[src/hw/rtl/mexp_pkg.sv]
// ----------------------------------------------------------------------------
// mexp_pkg
// shared types and constants of the modular exponentiation block
// ----------------------------------------------------------------------------
package mexp_pkg;

	localparam int WORD_WIDTH_DEF  = 32;
	localparam int CFG_INDEX_WIDTH = 1;

	localparam logic [CFG_INDEX_WIDTH-1:0] CFG_EXPONENT = 1'b0;
	localparam logic [CFG_INDEX_WIDTH-1:0] CFG_MODULUS  = 1'b1;

	localparam longint unsigned EXPONENT_RESET = 65537;
	localparam longint unsigned MODULUS_RESET  = 3233;

	typedef enum logic [2:0] {
		ST_IDLE,
		ST_REDUCE,
		ST_CHECK,
		ST_MUL,
		ST_SQUARE,
		ST_DONE
	} mexp_state_t;

	typedef enum logic [1:0] {
		OP_REDUCE,
		OP_ACC,
		OP_SQUARE
	} mexp_op_t;

	typedef struct packed {
		logic     load_item;
		logic     start_mul;
		mexp_op_t op;
		logic     shift_exp;
		logic     finish;
	} mexp_cmd_t;

	typedef struct packed {
		logic mul_done;
		logic mod_zero;
		logic exp_zero;
		logic exp_lsb;
		logic exp_last;
	} mexp_status_t;

endpackage

[src/hw/rtl/mexp_mulmod.sv]
// ----------------------------------------------------------------------------
// mexp_mulmod
// iterative modular multiplier, msb-first add-and-double, one bit per cycle
// ----------------------------------------------------------------------------
module mexp_mulmod import mexp_pkg::*; #(
	parameter int WORD_WIDTH = WORD_WIDTH_DEF
) (
	input  logic                  clk,
	input  logic                  arst_n,
	input  logic                  start,
	input  logic [WORD_WIDTH-1:0] addend,
	input  logic [WORD_WIDTH-1:0] scan,
	input  logic [WORD_WIDTH-1:0] modulus,
	output logic                  done,
	output logic [WORD_WIDTH-1:0] product
);

	localparam int CNT_W = $clog2(WORD_WIDTH);
	localparam int EXT_W = WORD_WIDTH + 2;

	logic [WORD_WIDTH-1:0] r_q;
	logic [WORD_WIDTH-1:0] sh_q;
	logic [WORD_WIDTH-1:0] a_q;
	logic [CNT_W-1:0]      cnt_q;
	logic                  busy_q;
	logic                  done_q;

	logic [EXT_W-1:0]      x;
	logic [EXT_W-1:0]      m1;
	logic [EXT_W-1:0]      m2;
	logic [EXT_W-1:0]      x_m1;
	logic [EXT_W-1:0]      x_m2;
	logic [WORD_WIDTH-1:0] r_next;

	// x = 2r (+ a) stays below 3m, so at most two subtractions of m
	always_comb begin
		x    = {1'b0, r_q, 1'b0} + (sh_q[WORD_WIDTH-1] ? {2'b00, a_q} : '0);
		m1   = {2'b00, modulus};
		m2   = {1'b0, modulus, 1'b0};
		x_m1 = x - m1;
		x_m2 = x - m2;
		if (x >= m2) begin
			r_next = x_m2[WORD_WIDTH-1:0];
		end else if (x >= m1) begin
			r_next = x_m1[WORD_WIDTH-1:0];
		end else begin
			r_next = x[WORD_WIDTH-1:0];
		end
	end

	always_ff @(posedge clk or negedge arst_n) begin
		if (!arst_n) begin
			busy_q <= 1'b0;
			done_q <= 1'b0;
		end else begin
			done_q <= busy_q && (cnt_q == '0);
			if (start) begin
				busy_q <= 1'b1;
			end else if (busy_q && (cnt_q == '0)) begin
				busy_q <= 1'b0;
			end
		end
	end

	always_ff @(posedge clk) begin
		if (start) begin
			r_q   <= '0;
			sh_q  <= scan;
			a_q   <= addend;
			cnt_q <= CNT_W'(WORD_WIDTH - 1);
		end else if (busy_q) begin
			r_q   <= r_next;
			sh_q  <= sh_q << 1;
			cnt_q <= cnt_q - 1'b1;
		end
	end

	assign done    = done_q;
	assign product = r_q;

endmodule

[src/hw/rtl/mexp_dp.sv]
// ----------------------------------------------------------------------------
// mexp_dp
// datapath: configuration, base, accumulator and exponent registers
// ----------------------------------------------------------------------------
module mexp_dp import mexp_pkg::*; #(
	parameter int WORD_WIDTH = WORD_WIDTH_DEF
) (
	input  logic                       clk,
	input  logic                       arst_n,
	input  logic                       cfg_we,
	input  logic [CFG_INDEX_WIDTH-1:0] cfg_index,
	input  logic [WORD_WIDTH-1:0]      cfg_wdata,
	input  logic [WORD_WIDTH-1:0]      base_value,
	input  mexp_cmd_t                  cmd,
	output mexp_status_t               status,
	output logic                       done,
	output logic [WORD_WIDTH-1:0]      power_result
);

	logic [WORD_WIDTH-1:0] exponent_q;
	logic [WORD_WIDTH-1:0] modulus_q;
	logic [WORD_WIDTH-1:0] base_q;
	logic [WORD_WIDTH-1:0] acc_q;
	logic [WORD_WIDTH-1:0] exp_q;
	logic [WORD_WIDTH-1:0] result_q;
	logic                  done_q;
	mexp_op_t              op_q;

	logic [WORD_WIDTH-1:0] mul_addend;
	logic [WORD_WIDTH-1:0] mul_scan;
	logic [WORD_WIDTH-1:0] mul_product;
	logic                  mul_done;

	always_ff @(posedge clk or negedge arst_n) begin
		if (!arst_n) begin
			exponent_q <= WORD_WIDTH'(EXPONENT_RESET);
			modulus_q  <= WORD_WIDTH'(MODULUS_RESET);
		end else if (cfg_we) begin
			case (cfg_index)
				CFG_EXPONENT: exponent_q <= cfg_wdata;
				CFG_MODULUS:  modulus_q  <= cfg_wdata;
				default: ;
			endcase
		end
	end

	always_comb begin
		case (cmd.op)
			OP_REDUCE: begin
				mul_addend = WORD_WIDTH'(1);
				mul_scan   = base_value;
			end
			OP_ACC: begin
				mul_addend = acc_q;
				mul_scan   = base_q;
			end
			OP_SQUARE: begin
				mul_addend = base_q;
				mul_scan   = base_q;
			end
			default: begin
				mul_addend = '0;
				mul_scan   = '0;
			end
		endcase
	end

	mexp_mulmod #(
		.WORD_WIDTH(WORD_WIDTH)
	) u_mulmod (
		.clk     (clk),
		.arst_n  (arst_n),
		.start   (cmd.start_mul),
		.addend  (mul_addend),
		.scan    (mul_scan),
		.modulus (modulus_q),
		.done    (mul_done),
		.product (mul_product)
	);

	always_ff @(posedge clk) begin
		if (cmd.start_mul) begin
			op_q <= cmd.op;
		end
		if (cmd.load_item) begin
			exp_q <= exponent_q;
			acc_q <= WORD_WIDTH'(1);
		end else begin
			if (cmd.shift_exp) begin
				exp_q <= exp_q >> 1;
			end
			if (mul_done && (op_q == OP_ACC)) begin
				acc_q <= mul_product;
			end
		end
		if (mul_done && (op_q != OP_ACC)) begin
			base_q <= mul_product;
		end
		if (cmd.finish) begin
			result_q <= (modulus_q == '0) ? '0 : acc_q;
		end
	end

	always_ff @(posedge clk or negedge arst_n) begin
		if (!arst_n) begin
			done_q <= 1'b0;
		end else begin
			done_q <= cmd.finish;
		end
	end

	always_comb begin
		status.mul_done = mul_done;
		status.mod_zero = (modulus_q == '0);
		status.exp_zero = (exp_q == '0);
		status.exp_lsb  = exp_q[0];
		status.exp_last = (exp_q[WORD_WIDTH-1:1] == '0);
	end

	assign done         = done_q;
	assign power_result = result_q;

endmodule

[src/hw/rtl/mexp_ctrl.sv]
// ----------------------------------------------------------------------------
// mexp_ctrl
// controller: sequences reduction, multiplies and squarings per request
// ----------------------------------------------------------------------------
module mexp_ctrl import mexp_pkg::*; (
	input  logic         clk,
	input  logic         arst_n,
	input  logic         start,
	input  mexp_status_t status,
	output mexp_cmd_t    cmd,
	output logic         busy
);

	mexp_state_t state_q;
	mexp_state_t state_d;

	always_ff @(posedge clk or negedge arst_n) begin
		if (!arst_n) begin
			state_q <= ST_IDLE;
		end else begin
			state_q <= state_d;
		end
	end

	always_comb begin
		state_d = state_q;
		case (state_q)
			ST_IDLE: begin
				if (start) begin
					state_d = status.mod_zero ? ST_DONE : ST_REDUCE;
				end
			end
			ST_REDUCE: begin
				if (status.mul_done) begin
					state_d = ST_CHECK;
				end
			end
			ST_CHECK: begin
				if (status.exp_zero) begin
					state_d = ST_DONE;
				end else if (status.exp_lsb) begin
					state_d = ST_MUL;
				end else begin
					state_d = ST_SQUARE;
				end
			end
			ST_MUL: begin
				if (status.mul_done) begin
					state_d = status.exp_last ? ST_DONE : ST_SQUARE;
				end
			end
			ST_SQUARE: begin
				if (status.mul_done) begin
					state_d = ST_CHECK;
				end
			end
			ST_DONE: begin
				state_d = ST_IDLE;
			end
			default: begin
				state_d = ST_IDLE;
			end
		endcase
	end

	always_comb begin
		cmd    = '0;
		cmd.op = OP_REDUCE;
		case (state_q)
			ST_IDLE: begin
				if (start) begin
					cmd.load_item = 1'b1;
					cmd.start_mul = !status.mod_zero;
				end
			end
			ST_CHECK: begin
				if (!status.exp_zero) begin
					cmd.start_mul = 1'b1;
					cmd.op        = status.exp_lsb ? OP_ACC : OP_SQUARE;
				end
			end
			ST_MUL: begin
				if (status.mul_done && !status.exp_last) begin
					cmd.start_mul = 1'b1;
					cmd.op        = OP_SQUARE;
				end
			end
			ST_SQUARE: begin
				cmd.shift_exp = status.mul_done;
			end
			ST_DONE: begin
				cmd.finish = 1'b1;
			end
			default: ;
		endcase
	end

	assign busy = (state_q != ST_IDLE);

endmodule

[src/hw/rtl/modular_exponentiation.sv]
// ----------------------------------------------------------------------------
// modular_exponentiation
// right-to-left square-and-multiply: power_result = base_value^exponent mod modulus
// ----------------------------------------------------------------------------
// a request is taken at a clock edge with start high and busy low; base_value
// is sampled there. busy stays high until the result is presented.
// the result is on power_result for one cycle with done high; the receiver
// cannot stall, so it must take it in that cycle.
// exponent (index 0) and modulus (index 1) are written through cfg_we, cfg_index
// and cfg_wdata by the user only while the block is idle; this is not enforced.
// order of work: the base is reduced first, then every exponent bit up to the top
// set bit passes the check state, every set bit costs a multiply and every bit
// below the top set bit a square; each modular multiply runs in the shared
// one-bit-per-cycle add-and-double unit. after the last multiply the result
// passes the done state and the result register. exponent zero goes from the
// check state straight to done after the reduction, and modulus zero goes
// from idle straight to done with no multiply.
// one request at a time; the next one may start in the cycle done is high.
// reset loads exponent 65537 and modulus 3233 and returns to idle.
// ----------------------------------------------------------------------------
module modular_exponentiation import mexp_pkg::*; #(
	parameter int WORD_WIDTH = WORD_WIDTH_DEF
) (
	input  logic                       clk,
	input  logic                       arst_n,
	input  logic                       start,
	output logic                       busy,
	input  logic [WORD_WIDTH-1:0]      base_value,
	output logic                       done,
	output logic [WORD_WIDTH-1:0]      power_result,
	input  logic                       cfg_we,
	input  logic [CFG_INDEX_WIDTH-1:0] cfg_index,
	input  logic [WORD_WIDTH-1:0]      cfg_wdata
);

	mexp_cmd_t    cmd;
	mexp_status_t status;

	mexp_ctrl u_ctrl (
		.clk    (clk),
		.arst_n (arst_n),
		.start  (start),
		.status (status),
		.cmd    (cmd),
		.busy   (busy)
	);

	mexp_dp #(
		.WORD_WIDTH(WORD_WIDTH)
	) u_dp (
		.clk          (clk),
		.arst_n       (arst_n),
		.cfg_we       (cfg_we),
		.cfg_index    (cfg_index),
		.cfg_wdata    (cfg_wdata),
		.base_value   (base_value),
		.cmd          (cmd),
		.status       (status),
		.done         (done),
		.power_result (power_result)
	);

`ifndef SYNTHESIS
	a_done_idle: assert property (@(posedge clk) disable iff (!arst_n)
		done |-> !busy)
		else $error("result presented while busy");

	a_start_busy: assert property (@(posedge clk) disable iff (!arst_n)
		(start && !busy) |=> busy)
		else $error("request taken without going busy");

	a_mul_in_run: assert property (@(posedge clk) disable iff (!arst_n)
		status.mul_done |-> busy)
		else $error("multiplier finished outside a request");

	a_single_start: assert property (@(posedge clk) disable iff (!arst_n)
		cmd.start_mul |-> !status.mul_done || !busy || cmd.op == OP_SQUARE)
		else $error("multiply started during wrong phase");
`endif

endmodule

[config.mk]
export PLATFORM = sky130hd
export DESIGN_NAME = modular_exponentiation
export DESIGN_NICKNAME = d
export VERILOG_FILES = /design/src/hw/rtl/mexp_pkg.sv /design/src/hw/rtl/mexp_mulmod.sv /design/src/hw/rtl/mexp_dp.sv /design/src/hw/rtl/mexp_ctrl.sv /design/src/hw/rtl/modular_exponentiation.sv
export SDC_FILE = /design/constraint.sdc
export NUM_CORES = 1
export LEC_CHECK = 0
export ABC_AREA = 1
export BUFFER_PORTS_ARGS = -buffer_cell sky130_fd_sc_hd__buf_2
export CAP_MARGIN = 10
export CORE_ASPECT_RATIO = 1.5
export CORE_MARGIN = 2
export CORE_UTILIZATION = 45
export CTS_BUF_LIST = sky130_fd_sc_hd__clkbuf_2 sky130_fd_sc_hd__clkbuf_4 sky130_fd_sc_hd__clkbuf_8
export CTS_CLUSTER_SIZE = 20
export DETAILED_ROUTE_END_ITERATION = 16
export SYNTH_ARGS = -nofsm -noshare
export SYNTH_HDL_FRONTEND = slang
export SYNTH_SLANG_ARGS = --single-unit
[constraint.sdc]
create_clock -name clk -period 4.21 [get_ports clk]
set_input_delay 0.2105 -clock clk [delete_from_list [all_inputs] [get_ports clk]]
set_output_delay 0.2105 -clock clk [all_outputs]
set_load 0.05 [all_outputs]
Yosys cells after proc, flatten, opt, wreduce, memory -nomap -nowiden:

Index checks and enable logic that the tools add are counted.

* $add $sub $neg: 4
* magnitude comparators: 2
* equal/unequal tests: 12
* mux-type cells: 28
* bitwise logic cells: 1
* reductions and logical operators: 21

Operators with widths (count)
* 2-to-1 mux 32 bit: 7
* case mux 32 bit (3 select lines): 1
* zero test 32 bit: 2
* case mux 32 bit (2 select lines): 1
* subtractor 32 bit: 2
* adder 33 x 32 -> 34 bit: 1
* >= comparator 34 x 32 -> 1 bit: 1
* >= comparator 34 x 33 -> 1 bit: 1
* zero test 31 bit: 1
* 2-to-1 mux 3 bit: 8
* case mux 3 bit (4 select lines): 1
* equality test 3 x 2 -> 1 bit, second input constant: 2
* equality test 3 bit, second input constant: 2
* 2-to-1 mux 1 bit: 6
* inequality test 2 x 1 -> 1 bit, second input constant: 3
* nonzero test 2 bit: 3
* zero test 5 bit: 1
* subtractor 5 x 1 -> 5 bit, second input constant: 1
* equality test 2 x 1 -> 1 bit, second input constant: 2
* logical AND 1 bit: 4
* 2-to-1 mux 2 bit: 2
* case mux 2 bit (2 select lines): 1
* AND reduction 2 bit: 2
* OR reduction 2 bit: 2
* 10 further kinds: 11

* register bits after elaboration: 301
* input bits: 69
* output and inout bits: 34
* word-level logic and storage cells: 83

Depth between registers and ports, before layout:

Gate-level depths: netlist of the first run.

* depth in word-level cells: 9
* mapped depth: 32
* depth with buffers taken out: 31

Modules after synthesis:

From an unflattened synthesis of the first run, not the netlist that was laid out.

* cell total of the unflattened synthesis: 2673
* area, all modules: 19472.4 um^2

Modules (own cells, without submodules)
* mexp_mulmod: times used 1, cells an instance 1720, area an instance 10870.4 um^2, seq. area each 2712.6 um^2
* mexp_dp: times used 1, cells an instance 900, area an instance 8300.5 um^2, seq. area each 5218.8 um^2
* mexp_ctrl: times used 1, cells an instance 53, area an instance 301.5 um^2, seq. area each 75.1 um^2

Least setup slack after synthesis of the first run:

Ideal clock, no wire load.

* path type: register to register
* from: reg u_dp.u_mulmod.sh_q[31]
* to: reg u_dp.u_mulmod.r_q[0] (netlist: u_dp.u_mulmod.product[0])
* library setup time: 0.113 ns
* arrival time: 3.706 ns
* required time: 4.097 ns
* slack: 0.390 ns
* cell stages (with the launch flop): 29
* buffers on the path: 2
* clock period less this slack: 3.820 ns
* cell sequence: edfxtp_1 -> clkbuf_1 -> nand2_1 -> inv_1 -> ha_1 -> inv_1 -> fa_1 -> inv_1 -> nand3_1 -> nand2_2 -> nand2_2 -> nand2_2 -> nand2_2 -> nand2_2 -> xnor2_1 -> inv_1 -> ha_1 -> nand2_1 -> nor2_2 -> nand2_1 -> nor4_1 -> nand2_1 -> nand2_1 -> nand2_2 -> nand3_4 -> buf_6 -> nand3_1 -> nand3_1 -> nand2_1

* cells in the longest elaborated chain, start to end: 5
* elaborated cells between the ends (all ways): 8
* classes of those cells: add/sub: 3; order compare: 2; mux: 3

Ends and longest elaborated chain
* from (decl): RTL line mexp_mulmod.sv:22 `logic [WORD_WIDTH-1:0] sh_q;`
* from (signal assigned): RTL line mexp_mulmod.sv:68 `sh_q <= scan;`
* from (signal assigned): RTL line mexp_mulmod.sv:73 `sh_q <= sh_q << 1;`
* 2-to-1 mux 32 bit *: RTL line mexp_mulmod.sv:37 `x = {1'b0, r_q, 1'b0} + (sh_q[WORD_WIDTH-1] ? {2'b00, a_q} : '0);`
* adder 33 x 32 -> 34 bit *: RTL line mexp_mulmod.sv:37
* subtractor 32 bit or >= comparator 34 x 32 -> 1 bit (tied branches): RTL line mexp_mulmod.sv:40, mexp_mulmod.sv:44
* 2-to-1 mux 32 bit: RTL line mexp_mulmod.sv:44 `end else if (x >= m1) begin`
* 2-to-1 mux 32 bit *: RTL line mexp_mulmod.sv:42 `if (x >= m2) begin`
* to (signal assigned): RTL line mexp_mulmod.sv:72 `r_q <= r_next;`
* to (decl): RTL line mexp_mulmod.sv:21 `logic [WORD_WIDTH-1:0] r_q;`

Every way passes the cells marked *; elsewhere a longest branch is shown, timed or not.
A chain may end at the register's enable or synchronous reset.

Final worst setup path of the first run:

* from: reg u_dp.u_mulmod.sh_q[31]
* to: reg u_dp.u_mulmod.r_q[26] (netlist: u_dp.u_mulmod.product[26])

The elaborated chain is that of the path after synthesis.

==> reports/qor.csv, run 1 <==
metric,value,unit
clkLatencyLatePin,620,ps
gp_congestion,0.959,
end_kind,flip-flop,
hp-class,in2reg,
antenna_found_initial,1,
cpMaxStageDelayCell,edfxtp_1,
grt_first_pass_wirelength,110000,µm
fp.dieW,177,µm
layout_common_cells,"827 x nand2_1, 424 x inv_1, 412 x buf_4",
tightest_slew,1170,ps
vias,20600,
finalMaxSlewViolations,0,
start_kind,flip-flop,
worst_clock_skew,34.4,ps
syn_inst,2871,
area_growth_syn_to_layout,40.6,%
synth_async_sr_flop_share,23.3,%
final_common_cell,nand2_1,
io_buffer_count,102,
critPathMaxStageDelay,420,ps
worst-setup-path-type,reg2reg,
yosys.area.top_type,edfxtp_1,
worstPathMaxFanout,6,
syn_nets,3043,
whs,24.9,ps
critical_path_required,4730,ps
synthFlopType,edfxtp_1,
critical_path.top_delay_family,simple AND/OR/NAND/NOR gates,
final_net_count,3611,
drtIter0Drc,1268,
synth_area_leaders,"edfxtp_1 24%, nand2_1 18%, inv_1 8.8%, dfrtp_1 7.8%, dfxtp_1 6.8%",
violations,setup timing,
fin_util,63.6,%
syn_area_per_cell,7.03,µm²
synth_cell_types,49,
cts_root_buffer,clkbuf_8,
setup_slack,-21.3,ps
yosysWarningCount,0,
dp_cells,3864,
placementRows,95,
io_pins,103,
rsz0062_at_grt,yes,
cts_sinks,301,
drc,0,
cts.clk_slew.worst_paths,60,ps
status,"complete, but fails checks",
synth_edf_count,162,
seqCellArea,8010,µm²
clockBufferDepth,3,
final-hold-violation-count,0,
grt-ovfl-total,0,
cts_buffers,48,
fillers,4060,
finalSetupViolCount,2,
synth_seq_area_share,39.7,%
pre_cts_ws,-642,ps
ys_seq_elements,301,
initial_utilization,45.3,%
post_drt_via_cell_ratio,5.08,
multi_input_comb_area,12100,µm²
grt_pass1_vias,20500,
worstPathArrival,4750,ps
cp.buffers_inverters,7,
fin_cells,4061,
cts_tree,built,
drv_cap,0,
drt_first_pass_iters,5,
h-tree-depth,2,
drive_gt1_share,31.8,%
groute.usage.overall,30.6,%
yosysTopAreaCellShare,24.1,%
chipHeight,263,µm
cpMostUsedCell,nand2_1,
max_freq,236,MHz
min_period,4230,ps
finalCritPeriodShare,101,%
coreArea,44600,µm²
dieArea,46600,µm²
grt_max_degree,71,
ant_nets,0,
relSlewSlack,21.6,%
routed_wl,73900,µm
syn_area,20200,µm²
dpl.hpwl,57700,µm
routedWlPerCell,18.2,µm
==> final cells by class <==
class	instances	share of cell area (%)
antenna	1	0.00882
inverter	492	6.53
clock inverter	18	0.640
sequential	301	28.2
tap	582	2.57
timing repair buffer	602	16.3
multi-input combinational	1994	42.6
clock buffer	71	3.12
==> metal layers <==
layer / vias up / routed length (µm) / GRT usage (%)
met4: 0 / 4830 / 16.8
met2: 443 / 39200 / 58.1
met5: - / 0 / 0
met1: 9699 / 27800 / 33.2
li1: 10300 / - / -
met3: 193 / 2040 / 2.25
==> stage by stage <==
| stage | instance area (µm²) | TNS (ps) |
|---|---|---|
| after floorplan | 20200 | 0 |
| after global placement | 24000 | -15620 |
| after detailed placement | 24000 | -18280 |
| after CTS | 26100 | -21.6 |
| after global routing | 28400 | -4860 |
| final | 28400 | -24.3 |
==> cells in the mapped netlist, types with 11 or more instances <==
cell type  count
a21oi_1      192
a21oi_2       11
a22o_1        18
buf_2         14
clkbuf_1      60
dfrtp_1       63
dfxtp_1       69
edfxtp_1     162
ha_1         100
inv_1        472
inv_2         18
nand2_1      977
nand2_2       19
nand3_1      118
nand4_1       62
nor2_1       171
nor3_1        23
nor4_1        17
o21ai_0      163
xnor2_1       16
xor2_1        38
==> path summary, 6_finish.rpt <==
check / startpoint / slack [ps] / depth (start not counted) / to
setup reg to reg: u_dp.u_mulmod.sh_q[31] / -20 / 29 / u_dp.u_mulmod.product[26]
min in group asynchronous: arst_n / 260 / 2 / u_dp.exponent_q[13]
setup / recovery: u_dp.u_mulmod.sh_q[31] / -20 / 29 / u_dp.u_mulmod.product[26]
max in group asynchronous: arst_n / 3320 / 2 / u_dp.u_mulmod.busy_q
hold reg to reg: u_dp.u_mulmod.cnt_q[4] / 440 / 1 / u_dp.u_mulmod.done
hold / removal: base_value[24] / 20 / 4 / u_dp.u_mulmod.sh_q[24]
==> worst register-to-register path, delay by kind of cell, from the launching register on <==
kind            cells  cell delay (ps)
compound gates      2              280
xor+xnor            1              250
fa+ha+maj           2              480
buf+inv             7              990
flops               1              420
simple gates       17             1750
==> kinds of logic (layout without fill, tap and decap cells) <==
kind of cell / count (synthesis) / in the layout / synth area share, %
other: 0 / 1 / 0
AO/OA/AOI/OAI: 416 / 417 / 11.2
AND/OR/NAND/NOR: 1420 / 1420 / 29.2
XOR/XNOR: 54 / 54 / 2.34
adder cells (fa/ha/maj): 103 / 103 / 6.50
buffers and inverters: 577 / 1183 / 11.1
flip-flops: 301 / 301 / 39.7
==> registers in the layout, summed over array words and instances, names as in the netlist, 2 cells and up <==
register               count
u_dp.exp_q                32
u_dp.modulus_q            32
u_dp.power_result         32
u_dp.base_q               32
u_ctrl.state_q             3
u_dp.op_q                  2
u_dp.exponent_q           32
u_dp.u_mulmod.product     32
u_dp.u_mulmod.sh_q        32
u_dp.acc_q                32
u_dp.u_mulmod.a_q         32
u_dp.u_mulmod.cnt_q        5
==> what timing repair did <==
item | in CTS | in global routing
hold buffers | 63 | 0
gates resized for setup | 77 | 443
pin swaps | 14 | 94
buffers inserted | 7 | 29
endpoints found under the setup margin | 32 | 32
hold endpoints to repair | 158 | 0
gates cloned | 1 | 7
Power of run 1 is left out: the tool's default activity adds up to more than one toggle a clock period on the data nets, which glitch-free logic cannot reach.
==> run 2: changes to the inputs <==
SETUP_SLACK_MARGIN = 0.4   (was not set)
==> reports/qor.csv, run 2 (synthesis gave the netlist of run 1 again) <==
metric,value,unit
relSlewSlack,23.4,%
grt-ovfl-total,0,
critical_path_required,4710,ps
r2r_setup_slack,-20,ps
cts_buffers,46,
clockBufferDepth,3,
io_buffer_count,102,
multi_input_comb_area,12100,µm²
drc,0,
ant_nets,0,
drt_first_pass_iters,6,
final_net_count,3588,
critical_path.top_delay_family,simple AND/OR/NAND/NOR gates,
routed_wl,75100,µm
final_common_cell,nand2_1,
drtIter0Drc,1238,
gp_congestion,1.01,
finalCritPeriodShare,101,%
cp.buffers_inverters,8,
reg2reg_to,u_dp.u_mulmod.product[4],
dp_cells,3838,
critPathMaxStageDelay,420,ps
cts.clk_slew.worst_paths,70,ps
routedWlPerCell,18.6,µm
hp-class,in2reg,
violations,setup timing,
grt_max_degree,71,
setup_slack,-23.8,ps
grt_pass1_vias,20400,
worstPathMaxFanout,7,
area_growth_syn_to_layout,40.2,%
rsz0062_at_grt,yes,
dpl.hpwl,58200,µm
min_period,4230,ps
finalSetupViolCount,16,
vias,20700,
crit_end,u_dp.u_mulmod.product[4],
cts_tree,built,
fin_cells,4037,
start_kind,flip-flop,
clkLatencyLatePin,620,ps
seqCellArea,8010,µm²
drive_gt1_share,31.4,%
io_pins,103,
cpMaxStageDelayCell,edfxtp_1,
grt_first_pass_wirelength,111000,µm
placementRows,95,
r2r_start,u_dp.u_mulmod.sh_q[31],
chipHeight,263,µm
coreArea,44600,µm²
groute.usage.overall,31.0,%
layout_common_cells,"841 x nand2_1, 436 x inv_1, 391 x buf_4",
max_freq,236,MHz
cts_root_buffer,clkbuf_8,
fp.dieW,177,µm
post_drt_via_cell_ratio,5.12,
final-hold-violation-count,0,
dieArea,46600,µm²
worstPathArrival,4730,ps
worst-setup-path-type,reg2reg,
finalMaxSlewViolations,0,
worstSetupPathDepth,29,
initial_utilization,45.3,%
tightest_slew,1150,ps
h-tree-depth,2,
critPathLaunch,u_dp.u_mulmod.sh_q[31],
reg2reg_depth,29,
cts_sinks,301,
antenna_found_initial,1,
status,"complete, but fails checks",
end_kind,flip-flop,
fillers,4042,
worst_clock_skew,30.7,ps
drv_cap,0,
## run 2: cell count changes in the layout (fill, tap and decap cells not counted), moves of 5 or more
cell           before  now
buf_4             412  391
nand2_2           135  123
nand3_1            80   75
nor2_2             28   23
inv_1             424  436
dlygate4sd3_1      63   54
nand3_2            34   43
a21oi_2            50   55
inv_2              64   53
nand2_1           827  841
a21oi_1           148  143
clkinv_1           10    4
buf_12              5   13
## run 2: cell type report
cell class,instances,area share (%)
clock inverters,17,0.580
multi-input cells,1994,42.8
clock buffers,69,2.98
repair buffers,581,16.2
diodes,1,0.00885
well taps,582,2.57
inverters,492,6.54
flip-flops and latches,301,28.3
## run 2: what timing repair did
item	CTS	global route
buffers inserted	11	37
hold buffers	54	0
cloned	1	9
resized for setup	57	446
endpoints found under the hold margin	150	0
pin swaps	12	144
endpoints found under the setup margin	32	32
## run 2: routing by layer
layer / global-route usage [%] / share of wire (%)
met5: 0 / 0
met2: 58.0 / 52
met4: 16.3 / 7.2
met1: 34.4 / 38
met3: 2.35 / 3.0
## run 2: how the worst min path moves through the flow
stage                   startpoint                     end  slack (ps)  depth (start not counted)
detailed placement          arst_n     u_dp.exponent_q[17]         390                          1
floorplan                   arst_n       u_ctrl.state_q[0]         -90                          0
global route        base_value[28]  u_dp.u_mulmod.sh_q[28]          20                          4
CTS                 base_value[17]  u_dp.u_mulmod.sh_q[17]           2                          4
finish              base_value[20]  u_dp.u_mulmod.sh_q[20]          20                          4
global placement            arst_n     u_dp.exponent_q[17]         390                          1
## run 2: metrics by stage
| step | hold WS (ps) | utilization [%] | worst slack (ps) | setup TNS, ps | instance area (µm²) |
|---|---|---|---|---|---|
| floorplan | -85.1 | - | 488 | 0 | 20200 |
| detailed placement | 394 | 53.6 | -611 | -17620 | 23900 |
| global placement | 386 | 53.6 | -640 | -18110 | 23900 |
| finish | 18.4 | 63.4 | -23.8 | -165 | 28300 |
| CTS | 2.25 | 57.9 | -64.0 | -514 | 25800 |
| global route | 22.2 | 63.4 | -214 | -5630 | 28300 |
## run 2: worst min-delay path, delay by kind of cell
| kind | cells | cell delay (ps) |
|---|---|---|
| AO/OA/AOI/OAI | 1 | 120 |
| AND/OR/NAND/NOR | 2 | 100 |
| buffers and inverters | 1 | 80 |
Power of run 2 is left out for the same reason.
